### config.mk
export PLATFORM = sky130hd
export DESIGN_NAME = serial_motor_command_parser
export DESIGN_NICKNAME = d
export VERILOG_FILES = /design/src/rtl/smcp_pkg.sv /design/src/rtl/smcp_scan.sv /design/src/rtl/smcp_judge.sv /design/src/rtl/serial_motor_command_parser.sv
export SDC_FILE = /design/constraint.sdc
export NUM_CORES = 1
export LEC_CHECK = 0
export BUFFER_PORTS_ARGS = -buffer_cell sky130_fd_sc_hd__buf_2
export CAP_MARGIN = 5
export CORE_UTILIZATION = 55
export DETAILED_ROUTE_END_ITERATION = 8
export PLACE_DENSITY = 0.85
export SYNTH_ARGS = -nofsm -noshare
export SYNTH_HDL_FRONTEND = slang
export SYNTH_SLANG_ARGS = --single-unit
### constraint.sdc
create_clock -name clk -period 4.2 [get_ports clk]
set_clock_uncertainty 0.05 [all_clocks]
set_input_delay 0.63 -clock clk [delete_from_list [all_inputs] [get_ports clk]]
set_output_delay 0.63 -clock clk [all_outputs]
set_load 0.005 [all_outputs]
### src/rtl/smcp_pkg.sv
// Shared types and constants for the serial motor command parser.
// No dependencies; imported by every module of the block.
`timescale 1ns / 1ps

package smcp_pkg;

  localparam int LINE_LIMIT_DEF = 49;

  localparam int CH_W    = 8;
  localparam int VAL_W   = 8;
  localparam int ACC_W   = 12;
  localparam int OC_W    = 3;
  localparam int CIDX_W  = 2;
  localparam int LV_W    = 14;
  localparam int OUT_W   = 24;

  localparam logic [ACC_W-1:0] ACC_MAX = 12'd4095;

  localparam logic [VAL_W-1:0] MOTOR_LIMIT_RST = 8'd255;
  localparam logic [VAL_W-1:0] SERVO_MIN_RST   = 8'd45;
  localparam logic [VAL_W-1:0] SERVO_MAX_RST   = 8'd135;
  localparam logic [VAL_W-1:0] SERVO_HOME_RST  = 8'd90;

  localparam logic [CH_W-1:0] CH_NL    = 8'd10;
  localparam logic [CH_W-1:0] CH_NUL   = 8'd0;
  localparam logic [CH_W-1:0] CH_PLUS  = 8'h2B;
  localparam logic [CH_W-1:0] CH_MINUS = 8'h2D;

  // configuration register indexes
  localparam logic [CIDX_W-1:0] REG_MOTOR_LIMIT = 2'd0;
  localparam logic [CIDX_W-1:0] REG_SERVO_MIN   = 2'd1;
  localparam logic [CIDX_W-1:0] REG_SERVO_MAX   = 2'd2;
  localparam logic [CIDX_W-1:0] REG_SERVO_HOME  = 2'd3;

  // outcome codes
  localparam logic [OC_W-1:0] OC_IGNORED  = 3'd0;
  localparam logic [OC_W-1:0] OC_ENGAGED  = 3'd1;
  localparam logic [OC_W-1:0] OC_MOTOR    = 3'd2;
  localparam logic [OC_W-1:0] OC_SERVO    = 3'd3;
  localparam logic [OC_W-1:0] OC_STATUS   = 3'd4;
  localparam logic [OC_W-1:0] OC_RESET    = 3'd5;
  localparam logic [OC_W-1:0] OC_UNPARSED = 3'd6;

  // keyword bits
  localparam int KW_ENGAGE = 0;
  localparam int KW_DC     = 1;
  localparam int KW_SERVO  = 2;
  localparam int KW_STATUS = 3;
  localparam int KW_RESET  = 4;

  // marker / accumulator bits
  localparam int MK_PLUS  = 0;
  localparam int MK_MINUS = 1;
  localparam int MK_DIGIT = 2;

  typedef struct packed {
    logic [4:0]       kw_seen;
    logic [2:0]       marker;
    logic [ACC_W-1:0] acc_plus;
    logic [ACC_W-1:0] acc_minus;
    logic [ACC_W-1:0] acc_digit;
  } line_info_t;

  typedef struct packed {
    logic [OC_W-1:0]  outcome;
    logic [VAL_W-1:0] motor;
    logic [VAL_W-1:0] servo;
    logic             armed;
  } judge_res_t;

endpackage

### src/rtl/smcp_scan.sv
// Line scanner: keyword window, sign markers, digit accumulators, length cut.
// Depends on smcp_pkg.
`timescale 1ns / 1ps

module smcp_scan import smcp_pkg::*; #(
  parameter int LINE_LIMIT = LINE_LIMIT_DEF
) (
  input  logic            clk,
  input  logic            rst_n,
  input  logic            fire,
  input  logic [CH_W-1:0] ch,
  output line_info_t      info
);

  localparam int LEN_W = $clog2(LINE_LIMIT + 1);

  logic [CH_W-1:0]  recent_r [5];
  logic [CH_W-1:0]  recent_nxt [5];
  logic [4:0]       kw_r, kw_nxt;
  logic [2:0]       mk_r, mk_nxt;
  logic [2:0]       act_r, act_nxt;
  logic [ACC_W-1:0] acc_r [3];
  logic [ACC_W-1:0] acc_nxt [3];
  logic [LEN_W-1:0] len_r, len_nxt;
  logic             cut_r, cut_nxt;

  logic [CH_W-1:0]  lc;
  logic             isd;
  logic [3:0]       digit;

  function automatic logic [ACC_W-1:0] acc_step(input logic [ACC_W-1:0] a,
                                                input logic [3:0] d);
    logic [ACC_W+3:0] v;
    v = ({4'd0, a} << 3) + ({4'd0, a} << 1) + {{ACC_W{1'b0}}, d};
    acc_step = (v > {4'd0, ACC_MAX}) ? ACC_MAX : v[ACC_W-1:0];
  endfunction

  assign lc    = (ch >= 8'h41 && ch <= 8'h5A) ? ch + 8'd32 : ch;
  assign isd   = (ch >= 8'h30 && ch <= 8'h39);
  assign digit = 4'(ch - 8'h30);

  always_comb begin
    recent_nxt = recent_r;
    kw_nxt     = kw_r;
    mk_nxt     = mk_r;
    act_nxt    = act_r;
    acc_nxt    = acc_r;
    len_nxt    = len_r;
    cut_nxt    = cut_r;
    if (fire) begin
      if (ch == CH_NL) begin
        for (int i = 0; i < 5; i++) recent_nxt[i] = '0;
        kw_nxt  = '0;
        mk_nxt  = '0;
        act_nxt = '0;
        for (int i = 0; i < 3; i++) acc_nxt[i] = '0;
        len_nxt = '0;
        cut_nxt = 1'b0;
      end else if (!cut_r) begin
        if (ch == CH_NUL || len_r >= LEN_W'(LINE_LIMIT)) begin
          cut_nxt = 1'b1;
        end else begin
          len_nxt = len_r + 1'b1;
          // window compares, newest character first
          if (lc == "e" && recent_r[0] == "g" && recent_r[1] == "a" &&
              recent_r[2] == "g" && recent_r[3] == "n" && recent_r[4] == "e")
            kw_nxt[KW_ENGAGE] = 1'b1;
          if (lc == "c" && recent_r[0] == "d")
            kw_nxt[KW_DC] = 1'b1;
          if (lc == "o" && recent_r[0] == "v" && recent_r[1] == "r" &&
              recent_r[2] == "e" && recent_r[3] == "s")
            kw_nxt[KW_SERVO] = 1'b1;
          if (lc == "s" && recent_r[0] == "u" && recent_r[1] == "t" &&
              recent_r[2] == "a" && recent_r[3] == "t" && recent_r[4] == "s")
            kw_nxt[KW_STATUS] = 1'b1;
          if (lc == "t" && recent_r[0] == "e" && recent_r[1] == "s" &&
              recent_r[2] == "e" && recent_r[3] == "r")
            kw_nxt[KW_RESET] = 1'b1;

          for (int k = 0; k < 3; k++) begin
            if (act_r[k]) begin
              if (isd) acc_nxt[k] = acc_step(acc_r[k], digit);
              else act_nxt[k] = 1'b0;
            end
          end
          if (ch == CH_PLUS && !mk_r[MK_PLUS]) begin
            mk_nxt[MK_PLUS]  = 1'b1;
            act_nxt[MK_PLUS] = 1'b1;
            acc_nxt[MK_PLUS] = '0;
          end
          if (ch == CH_MINUS && !mk_r[MK_MINUS]) begin
            mk_nxt[MK_MINUS]  = 1'b1;
            act_nxt[MK_MINUS] = 1'b1;
            acc_nxt[MK_MINUS] = '0;
          end
          if (isd && !mk_r[MK_DIGIT]) begin
            mk_nxt[MK_DIGIT]  = 1'b1;
            act_nxt[MK_DIGIT] = 1'b1;
            acc_nxt[MK_DIGIT] = {{(ACC_W-4){1'b0}}, digit};
          end

          for (int i = 4; i > 0; i--) recent_nxt[i] = recent_r[i-1];
          recent_nxt[0] = lc;
        end
      end
    end
  end

  always_ff @(posedge clk) begin
    if (!rst_n) begin
      for (int i = 0; i < 5; i++) recent_r[i] <= '0;
      kw_r  <= '0;
      mk_r  <= '0;
      act_r <= '0;
      for (int i = 0; i < 3; i++) acc_r[i] <= '0;
      len_r <= '0;
      cut_r <= 1'b0;
    end else begin
      recent_r <= recent_nxt;
      kw_r     <= kw_nxt;
      mk_r     <= mk_nxt;
      act_r    <= act_nxt;
      acc_r    <= acc_nxt;
      len_r    <= len_nxt;
      cut_r    <= cut_nxt;
    end
  end

  assign info.kw_seen   = kw_r;
  assign info.marker    = mk_r;
  assign info.acc_plus  = acc_r[MK_PLUS];
  assign info.acc_minus = acc_r[MK_MINUS];
  assign info.acc_digit = acc_r[MK_DIGIT];

endmodule

### src/rtl/smcp_judge.sv
// Line judgement: command priority, value selection and clamping.
// Depends on smcp_pkg.
`timescale 1ns / 1ps

module smcp_judge import smcp_pkg::*; (
  input  line_info_t       info,
  input  logic             armed,
  input  logic [VAL_W-1:0] motor,
  input  logic [VAL_W-1:0] servo,
  input  logic [VAL_W-1:0] motor_limit,
  input  logic [VAL_W-1:0] servo_min,
  input  logic [VAL_W-1:0] servo_max,
  input  logic [VAL_W-1:0] servo_home,
  output judge_res_t       res
);

  logic signed [LV_W-1:0] m_val, s_val;

  function automatic logic signed [LV_W-1:0] line_value(input logic [VAL_W-1:0] cur,
                                                       input line_info_t li);
    logic signed [LV_W-1:0] c;
    c = $signed({{(LV_W-VAL_W){1'b0}}, cur});
    if (li.marker[MK_PLUS])
      line_value = c + $signed({{(LV_W-ACC_W){1'b0}}, li.acc_plus});
    else if (li.marker[MK_MINUS])
      line_value = c - $signed({{(LV_W-ACC_W){1'b0}}, li.acc_minus});
    else if (li.marker[MK_DIGIT])
      line_value = $signed({{(LV_W-ACC_W){1'b0}}, li.acc_digit});
    else
      line_value = c;
  endfunction

  assign m_val = line_value(motor, info);
  assign s_val = line_value(servo, info);

  always_comb begin
    res.outcome = OC_IGNORED;
    res.motor   = motor;
    res.servo   = servo;
    res.armed   = armed;
    if (!armed) begin
      if (info.kw_seen[KW_ENGAGE]) begin
        res.armed   = 1'b1;
        res.outcome = OC_ENGAGED;
      end
    end else if (info.kw_seen[KW_DC]) begin
      res.outcome = OC_MOTOR;
      if (m_val > $signed({{(LV_W-VAL_W){1'b0}}, motor_limit}))
        res.motor = motor_limit;
      else if (m_val < 0)
        res.motor = '0;
      else
        res.motor = m_val[VAL_W-1:0];
    end else if (info.kw_seen[KW_SERVO]) begin
      res.outcome = OC_SERVO;
      if (s_val > $signed({{(LV_W-VAL_W){1'b0}}, servo_max}))
        res.servo = servo_max;
      else if (s_val < $signed({{(LV_W-VAL_W){1'b0}}, servo_min}))
        res.servo = servo_min;
      else
        res.servo = s_val[VAL_W-1:0];
    end else if (info.kw_seen[KW_STATUS]) begin
      res.outcome = OC_STATUS;
    end else if (info.kw_seen[KW_RESET]) begin
      res.outcome = OC_RESET;
      res.motor   = '0;
      res.servo   = servo_home;
    end else begin
      res.outcome = OC_UNPARSED;
    end
  end

endmodule

### src/rtl/serial_motor_command_parser.sv
// Serial motor command parser: one character per cycle, one result per newline.
// A newline passes the input stage register, then the output register, to out_*.
// Throughput: one character per cycle; the input stage stalls only when a
// newline meets a held, untaken result in the output register.
// Reset (rst_n low, synchronous): unarmed, motor 0, servo 90, line state cleared,
// configuration registers back to 255/45/135/90.
`timescale 1ns / 1ps

module serial_motor_command_parser import smcp_pkg::*; #(
  parameter int LINE_LIMIT = LINE_LIMIT_DEF
) (
  input  logic              clk,
  input  logic              rst_n,
  input  logic              in_tvalid,
  output logic              in_tready,
  input  logic [CH_W-1:0]   in_tdata,   // [7:0] ch
  output logic              out_tvalid,
  input  logic              out_tready,
  output logic [OUT_W-1:0]  out_tdata,  // [2:0] outcome, [10:3] motor_speed,
                                        // [18:11] servo_angle, [19] armed
  input  logic              cfg_we,
  input  logic [CIDX_W-1:0] cfg_index,
  input  logic [VAL_W-1:0]  cfg_data
);

  logic [VAL_W-1:0] motor_limit_r, servo_min_r, servo_max_r, servo_home_r;

  logic             s_valid_r;
  logic [CH_W-1:0]  s_ch_r;
  logic             s_nl, s_fire;

  logic             armed_r;
  logic [VAL_W-1:0] motor_r, servo_r;

  logic             out_valid_r;
  judge_res_t       out_r;

  line_info_t       info;
  judge_res_t       res;

  always_ff @(posedge clk) begin
    if (!rst_n) begin
      motor_limit_r <= MOTOR_LIMIT_RST;
      servo_min_r   <= SERVO_MIN_RST;
      servo_max_r   <= SERVO_MAX_RST;
      servo_home_r  <= SERVO_HOME_RST;
    end else if (cfg_we) begin
      case (cfg_index)
        REG_MOTOR_LIMIT: motor_limit_r <= cfg_data;
        REG_SERVO_MIN:   servo_min_r   <= cfg_data;
        REG_SERVO_MAX:   servo_max_r   <= cfg_data;
        REG_SERVO_HOME:  servo_home_r  <= cfg_data;
        default: ;
      endcase
    end
  end

  assign s_nl      = (s_ch_r == CH_NL);
  assign s_fire    = s_valid_r && (!s_nl || !out_valid_r || out_tready);
  assign in_tready = !s_valid_r || s_fire;

  always_ff @(posedge clk) begin
    if (!rst_n) begin
      s_valid_r <= 1'b0;
    end else if (in_tready) begin
      s_valid_r <= in_tvalid;
    end
  end

  always_ff @(posedge clk) begin
    if (in_tready && in_tvalid) s_ch_r <= in_tdata;
  end

  smcp_scan #(
    .LINE_LIMIT(LINE_LIMIT)
  ) u_scan (
    .clk  (clk),
    .rst_n(rst_n),
    .fire (s_fire),
    .ch   (s_ch_r),
    .info (info)
  );

  smcp_judge u_judge (
    .info       (info),
    .armed      (armed_r),
    .motor      (motor_r),
    .servo      (servo_r),
    .motor_limit(motor_limit_r),
    .servo_min  (servo_min_r),
    .servo_max  (servo_max_r),
    .servo_home (servo_home_r),
    .res        (res)
  );

  always_ff @(posedge clk) begin
    if (!rst_n) begin
      armed_r <= 1'b0;
      motor_r <= '0;
      servo_r <= SERVO_HOME_RST;
    end else if (s_fire && s_nl) begin
      armed_r <= res.armed;
      motor_r <= res.motor;
      servo_r <= res.servo;
    end
  end

  always_ff @(posedge clk) begin
    if (!rst_n) begin
      out_valid_r <= 1'b0;
    end else if (s_fire && s_nl) begin
      out_valid_r <= 1'b1;
    end else if (out_tready) begin
      out_valid_r <= 1'b0;
    end
  end

  always_ff @(posedge clk) begin
    if (s_fire && s_nl) out_r <= res;
  end

  assign out_tvalid = out_valid_r;
  assign out_tdata  = {4'd0, out_r.armed, out_r.servo, out_r.motor, out_r.outcome};

`ifndef SYNTHESIS
  a_armed_sticky: assert property (@(posedge clk) disable iff (!rst_n)
    armed_r |=> armed_r)
    else $error("armed flag dropped");

  a_unarmed_quiet: assert property (@(posedge clk) disable iff (!rst_n)
    (out_valid_r && !out_r.armed) |-> (out_r.outcome == OC_IGNORED))
    else $error("command outcome while unarmed");

  a_motor_clamp: assert property (@(posedge clk) disable iff (!rst_n)
    (out_valid_r && out_r.outcome == OC_MOTOR) |-> (out_r.motor <= motor_limit_r))
    else $error("motor above limit");

  a_servo_clamp: assert property (@(posedge clk) disable iff (!rst_n)
    (out_valid_r && out_r.outcome == OC_SERVO) |->
      (out_r.servo <= servo_max_r || out_r.servo == servo_min_r))
    else $error("servo outside clamp");

  a_stage_free: assert property (@(posedge clk) disable iff (!rst_n)
    !s_valid_r |-> in_tready)
    else $error("empty input stage not ready");
`endif

endmodule

Yosys cells after proc, flatten, opt, wreduce, memory -nomap -nowiden
Cells that the tools add are included.
{"block": "totals", "reg_bits": 173, "inputBits": 23, "out_inout_bits": 26, "elab_cells": 234}
{"block": "op_classes", "addsub": 13, "n_lt_le_gt_ge": 12, "eq_ne": 31, "mux": 75, "n_reduce_logical": 70}
{"op": "$eq A8 B7 Y1 const B", "n": 23}
{"op": "$mux W12", "n": 14}
{"op": "$mux W40", "n": 3}
{"op": "$mux W36", "n": 3}
{"op": "$mux W8", "n": 8}
{"op": "$mux W14", "n": 4}
{"op": "$add A15 B13 Y16", "n": 3}
{"op": "$add A16 B4 Y16", "n": 3}
{"op": "$gt A16 B12 Y1 const B", "n": 3}
{"op": "$mux W16", "n": 3}
{"op": "$reduce_and A4 Y1", "n": 8}
{"op": "$gt A14 B9 Y1", "n": 2}
{"op": "$logic_and A1 B1 Y1", "n": 27}
{"op": "$mux W3", "n": 9}
{"op": "$add A8 B12 Y13", "n": 2}
{"op": "$sub A8 B12 Y13", "n": 2}
{"op": "$mux W1", "n": 23}
{"op": "$mux W6", "n": 3}
{"op": "$reduce_bool A2 Y1", "n": 9}
{"op": "$reduce_bool A3 Y1", "n": 6}
{"op": "$eq A8 B6 Y1 const B", "n": 2}
{"op": "$mux W5", "n": 3}
{"op": "$reduce_and A5 Y1", "n": 3}
{"op": "$lt A14 B1 Y1 const B", "n": 1}
{"op": "21 further kinds", "n": 34}

Depth between registers and ports, before layout
{"block": "depth", "word_depth": 13, "mapped_depth": 18, "depth_no_buf": 18}

Cells and area by module
Synthesis repeated with hierarchy kept, for this count alone.
{"block": "hier_totals", "cells_unflattened": 1346, "hier_area_um2": 12034.0}
{"mod": "smcp_scan", "instances": 1, "cells_each": 627, "area_per_inst_um2": 5834.3}
{"mod": "smcp_judge", "instances": 1, "cells_each": 469, "area_per_inst_um2": 3284.4}
{"mod": "serial_motor_command_parser", "instances": 1, "cells_each": 250, "area_per_inst_um2": 2915.3}

Least setup slack after synthesis
No wires, ideal clock.
{"block": "synth_timing", "kind": "reg2reg", "start": "reg u_scan.acc_r, in the netlist u_scan.info[13]", "end": "reg out_r, in the netlist out_tdata[10], data pin", "setup_time_ps": 264, "arrival_time_ps": 3800, "setup_slack_ps": 86, "stages_incl_launch_ff": 17, "synth_period_minus_slack_ps": 4114, "cell_sequence": "dfxtp_1 -> inv_1 -> ha_1 -> nor2b_1 -> o31a_1 -> o21ai_0 -> or3b_2 -> a31oi_1 -> o21ai_0 -> ha_1 -> a2111oi_0 -> a211o_1 -> a21oi_1 -> or2b_1 -> o32ai_4 -> mux2i_1 -> o21ai_1"}
{"element": "from (decl)", "line_no": "smcp_scan.sv:22", "rtl": "logic [ACC_W-1:0] acc_r [3];"}
{"element": "from (signal assigned)", "line_no": "smcp_scan.sv:123", "rtl": "acc_r <= acc_nxt;"}
{"element": "to (signal assigned)", "line_no": "serial_motor_command_parser.sv:119", "rtl": "if (s_fire && s_nl) out_r <= res;"}
{"element": "to (decl)", "line_no": "serial_motor_command_parser.sv:36", "rtl": "judge_res_t out_r;"}

==> summary.txt <==
Setup path
  – Worst Path Required: ~4400 ps
  – WS Path Type: reg -> reg
  – Slowest cell on the critical path: dfxtp_1
  – Critical-path cell list: ha_1, nor2b_1, o31a_1, buf_4, or3_1, a21oi_2, xnor2_1, o221a_2, ha_1, nand2_1, nor3_1, a21oi_1, or2b_1, o32ai_4, buf_4, mux2_4, o21ai_1
  – CP Buf/Inv Count: 2
  – Critical path launch point type: flop
  – Crit Path Max Fanout: 5
  – CP Capture Type: flop
  – CP arrival: 4330 ps
  – Top delay family on crit path: compound AO/OA/AOI/OAI gates
  – Crit-path max cell delay: 420 ps

Clocking
  – Clk pin slew, worst setup/hold paths: 80 ps
  – CTS max path bufs: 2
  – Clock H-tree levels: 4
  – TritonCTS Buffers: 17
  – CTS Root Cell: clkbuf_16
  – Sink Count: 173
  – Clk_lat worst skew: 440 ps
  – CTS tree: done

Synthesis
  – EDFF count, synth: 28
  – Compound-Gate Fraction of Synth Area: 0.2302
  – Largest cells by area after synthesis: dfxtp_1 (25%), ha_1 (14%), edfxtp_1 (7.3%)
  – Post-synthesis simple-gate area fraction: 0.1864
  – Synth unique cells: 81
  – Area fraction of the dominant cell type after synthesis: 0.2506
  – Gate Count Post-Synth: about 1300
  – Flops & latches, synth: 173
  – Post-synthesis xor/xnor area fraction: 0.02873
  – Synth Cell Area: 11580 µm²
  – Post-synthesis adder-cell area fraction: 0.1577
  – Mux cell area share after synthesis: 0.02614
  – Ys flop type: dfxtp_1
  – Largest area contributor in the netlist: dfxtp_1
  – Ys Warns: 0
  – Main combinational cell family by area after synthesis: compound AO/OA/AOI/OAI gates
  – Post-synthesis sequential area ratio: 0.3232
  – Synth top cells by count: dfxtp_1 (145), nand2_1 (137), ha_1 (130)
  – Async SR Flop Fraction: 0
  – Post-Syn Area per Cell: between 8 and 9 µm²
  – Count leader, synth: dfxtp_1

Place
  – RePlAce Congestion: 1.039
  – Dpl cells: 1634
  – Placed inst area: around 12000 µm²
  – DP Worst Slack: slightly above 100 ps
  – Port Buffers: between 40 and 50
  – HPWL after DPL: 23.18 mm

Final layout
  – Multi-input logic area: around 7400 µm²
  – Layout cells sized above 1: 0.1031
  – Synth-to-layout area growth: 10.84%
  – Design Area, Final: between 10000 and 15000 µm²
  – Number of filler cells placed in the layout: between 1500 and 2000
  – Net count, final: 1547
  – FF+latch area: 3746 µm²
  – Antenna diodes: 0
  – Non-Filler Instances: ~1700
  – Final core utilization: 0.6285

Hold path
  – Hold WC Path Type: in -> reg

Floorplanning
  – Initial Utilization: 0.5670
  – Die Y: around 150 µm
  – Number of I/O pins: 49
  – DIE WIDTH: approximately 150 µm
  – Core area: 20430 µm²
  – Die area: ~22000 µm²
  – FP Rows: 52

Power and ir drop
  – Leak pwr: about 5.5 nW
  – PwrDens: about 280 nW/µm²
  – Peak supply drop: about 0.24 mV
  – Power Total: about 3.6 mW

STA
  – RSZ-0062 raised after global routing: yes
  – Hold_ws: ~310 ps
  – Final worst path period share: 0.9789
  – Worst setup margin: 88.67 ps
  – Final hold vios: 0
  – Fin. max-slew vios: 0
  – Post-route minimum period: just over 4000 ps
  – Setup-failing EPs final: 0
  – Max Clock Freq: between 200 and 250 MHz
  – TNS Setup: 0 ps
  – Worst slew margin: 0.2803
  – Worst slew pin tran: ~1100 ps

GRT
  – Gr usage total: 0.2858
  – First-pass GRT wire length: 49.16 mm
  – Vias in the first global route: ~9700
  – Pin count of the biggest net entering global routing: 53
  – Initial antenna violation count: 0
  – Grt total ovfl: 0

Routing
  – Average wire per standard cell: between 15 and 20 µm
  – Routed WL: 31.16 mm
  – Drc violations: 0
  – Vias per cell: 6.316
  – Router iterations before antenna repair: 6
  – Final ANT Viol Nets: 0
  – Via count: about 11000
  – Starting DRT DRC Count: roughly 1000

Run
  – Max cap viols: 0

Run status
  – Outcome: finished clean
## cell families (layout without fill, tap and decap cells)
logic type | Yosys count | count (layout)
DFF | 173 | 173
xor gates and xnor gates | 38 | 38
buffers and inverters | 139 | 191
muxes | 29 | 29
AOI/OAI and AO/OA | 389 | 389
and+or+nand+nor | 433 | 433
other | 1 | 4
adders and majority gates | 140 | 140
## area by class of cell
| cell class | instances | share of cell area |
|---|---|---|
| Tap cell | 270 | 0.02631 |
| Multi-Input combinational cell | 1033 | 0.5725 |
| Clock buffer | 17 | 0.03313 |
| Inverter | 84 | 0.02456 |
| Timing Repair Buffer | 75 | 0.03557 |
| Clock inverter | 15 | 0.01618 |
| Sequential cell | 173 | 0.2918 |
## placed cells by master (no fill, tap or decap), drive strengths merged, types with 28 or more instances in the layout
| cell type | n |
|---|---|
| ha | 130 |
| o21ai | 93 |
| dfxtp | 145 |
| nor3 | 30 |
| a22o | 38 |
| nor2b | 33 |
| nor2 | 98 |
| buf | 75 |
| nand2 | 137 |
| edfxtp | 28 |
| xnor2 | 29 |
| a21oi | 57 |
| inv | 93 |
## registers in the layout, summed over array words and instances (netlist names), 3 cells and up
| register | flops |
|---|---|
| motor_limit_r | 8 |
| u_scan.info | 36 |
| u_scan.kw_r | 5 |
| u_scan.len_r | 6 |
| servo_min_r | 8 |
| out_tdata | 20 |
| s_ch_r | 8 |
| servo_r | 8 |
| u_scan.act_r | 3 |
| servo_home_r | 8 |
| u_scan.mk_r | 3 |
| servo_max_r | 8 |
| u_scan.recent_r | 40 |
| motor_r | 8 |
## report_power, final
group	total, mW	internal [mW]	switching, mW
combinational	0.202	0.0762	0.125
clock	1.69	0.875	0.811
sequential	1.74	1.71	0.0372
total	3.63	2.66	0.974
## final timing paths
| check | start | to | slack (ps) | depth (start not counted) |
|---|---|---|---|---|
| setup / recovery | motor_r[1] | out_tdata[3] | 90 | 17 |
| hold / removal | in_tdata[7] | s_ch_r[7] | 310 | 1 |
| setup reg to reg | motor_r[1] | out_tdata[3] | 90 | 17 |
| hold reg to reg | u_scan.recent_r[37] | u_scan.recent_r[37] | 410 | 2 |
## worst reg2reg max path: cells and delay by family (launching register included)
kind / cells / cell delay [ps]
compound gates: 6 / 1160
xor+xnor: 1 / 90
fa+ha+maj: 2 / 560
buf+inv: 2 / 330
flops: 1 / 420
mux: 1 / 310
simple gates: 5 / 1040
## what timing repair did
action / CTS / global route
hold buffers: 0 / 0
endpoints found under the setup margin: 0 / 18
gates resized for setup: 0 / 15
buffers inserted: 0 / 1
## layer usage
layer | up-vias | global-route usage | part of all wire | routed length (µm)
li1 | 5020 | - | - | -
met1 | 4986 | 0.3533 | 0.41 | 12760
met2 | 447 | 0.4828 | 0.48 | 14840
met3 | 76 | 0.07050 | 0.086 | 2665
met4 | 0 | 0.09948 | 0.029 | 889
met5 | - | 0 | 0 | 0
Note: power is estimated with default switching activity, not from simulation.
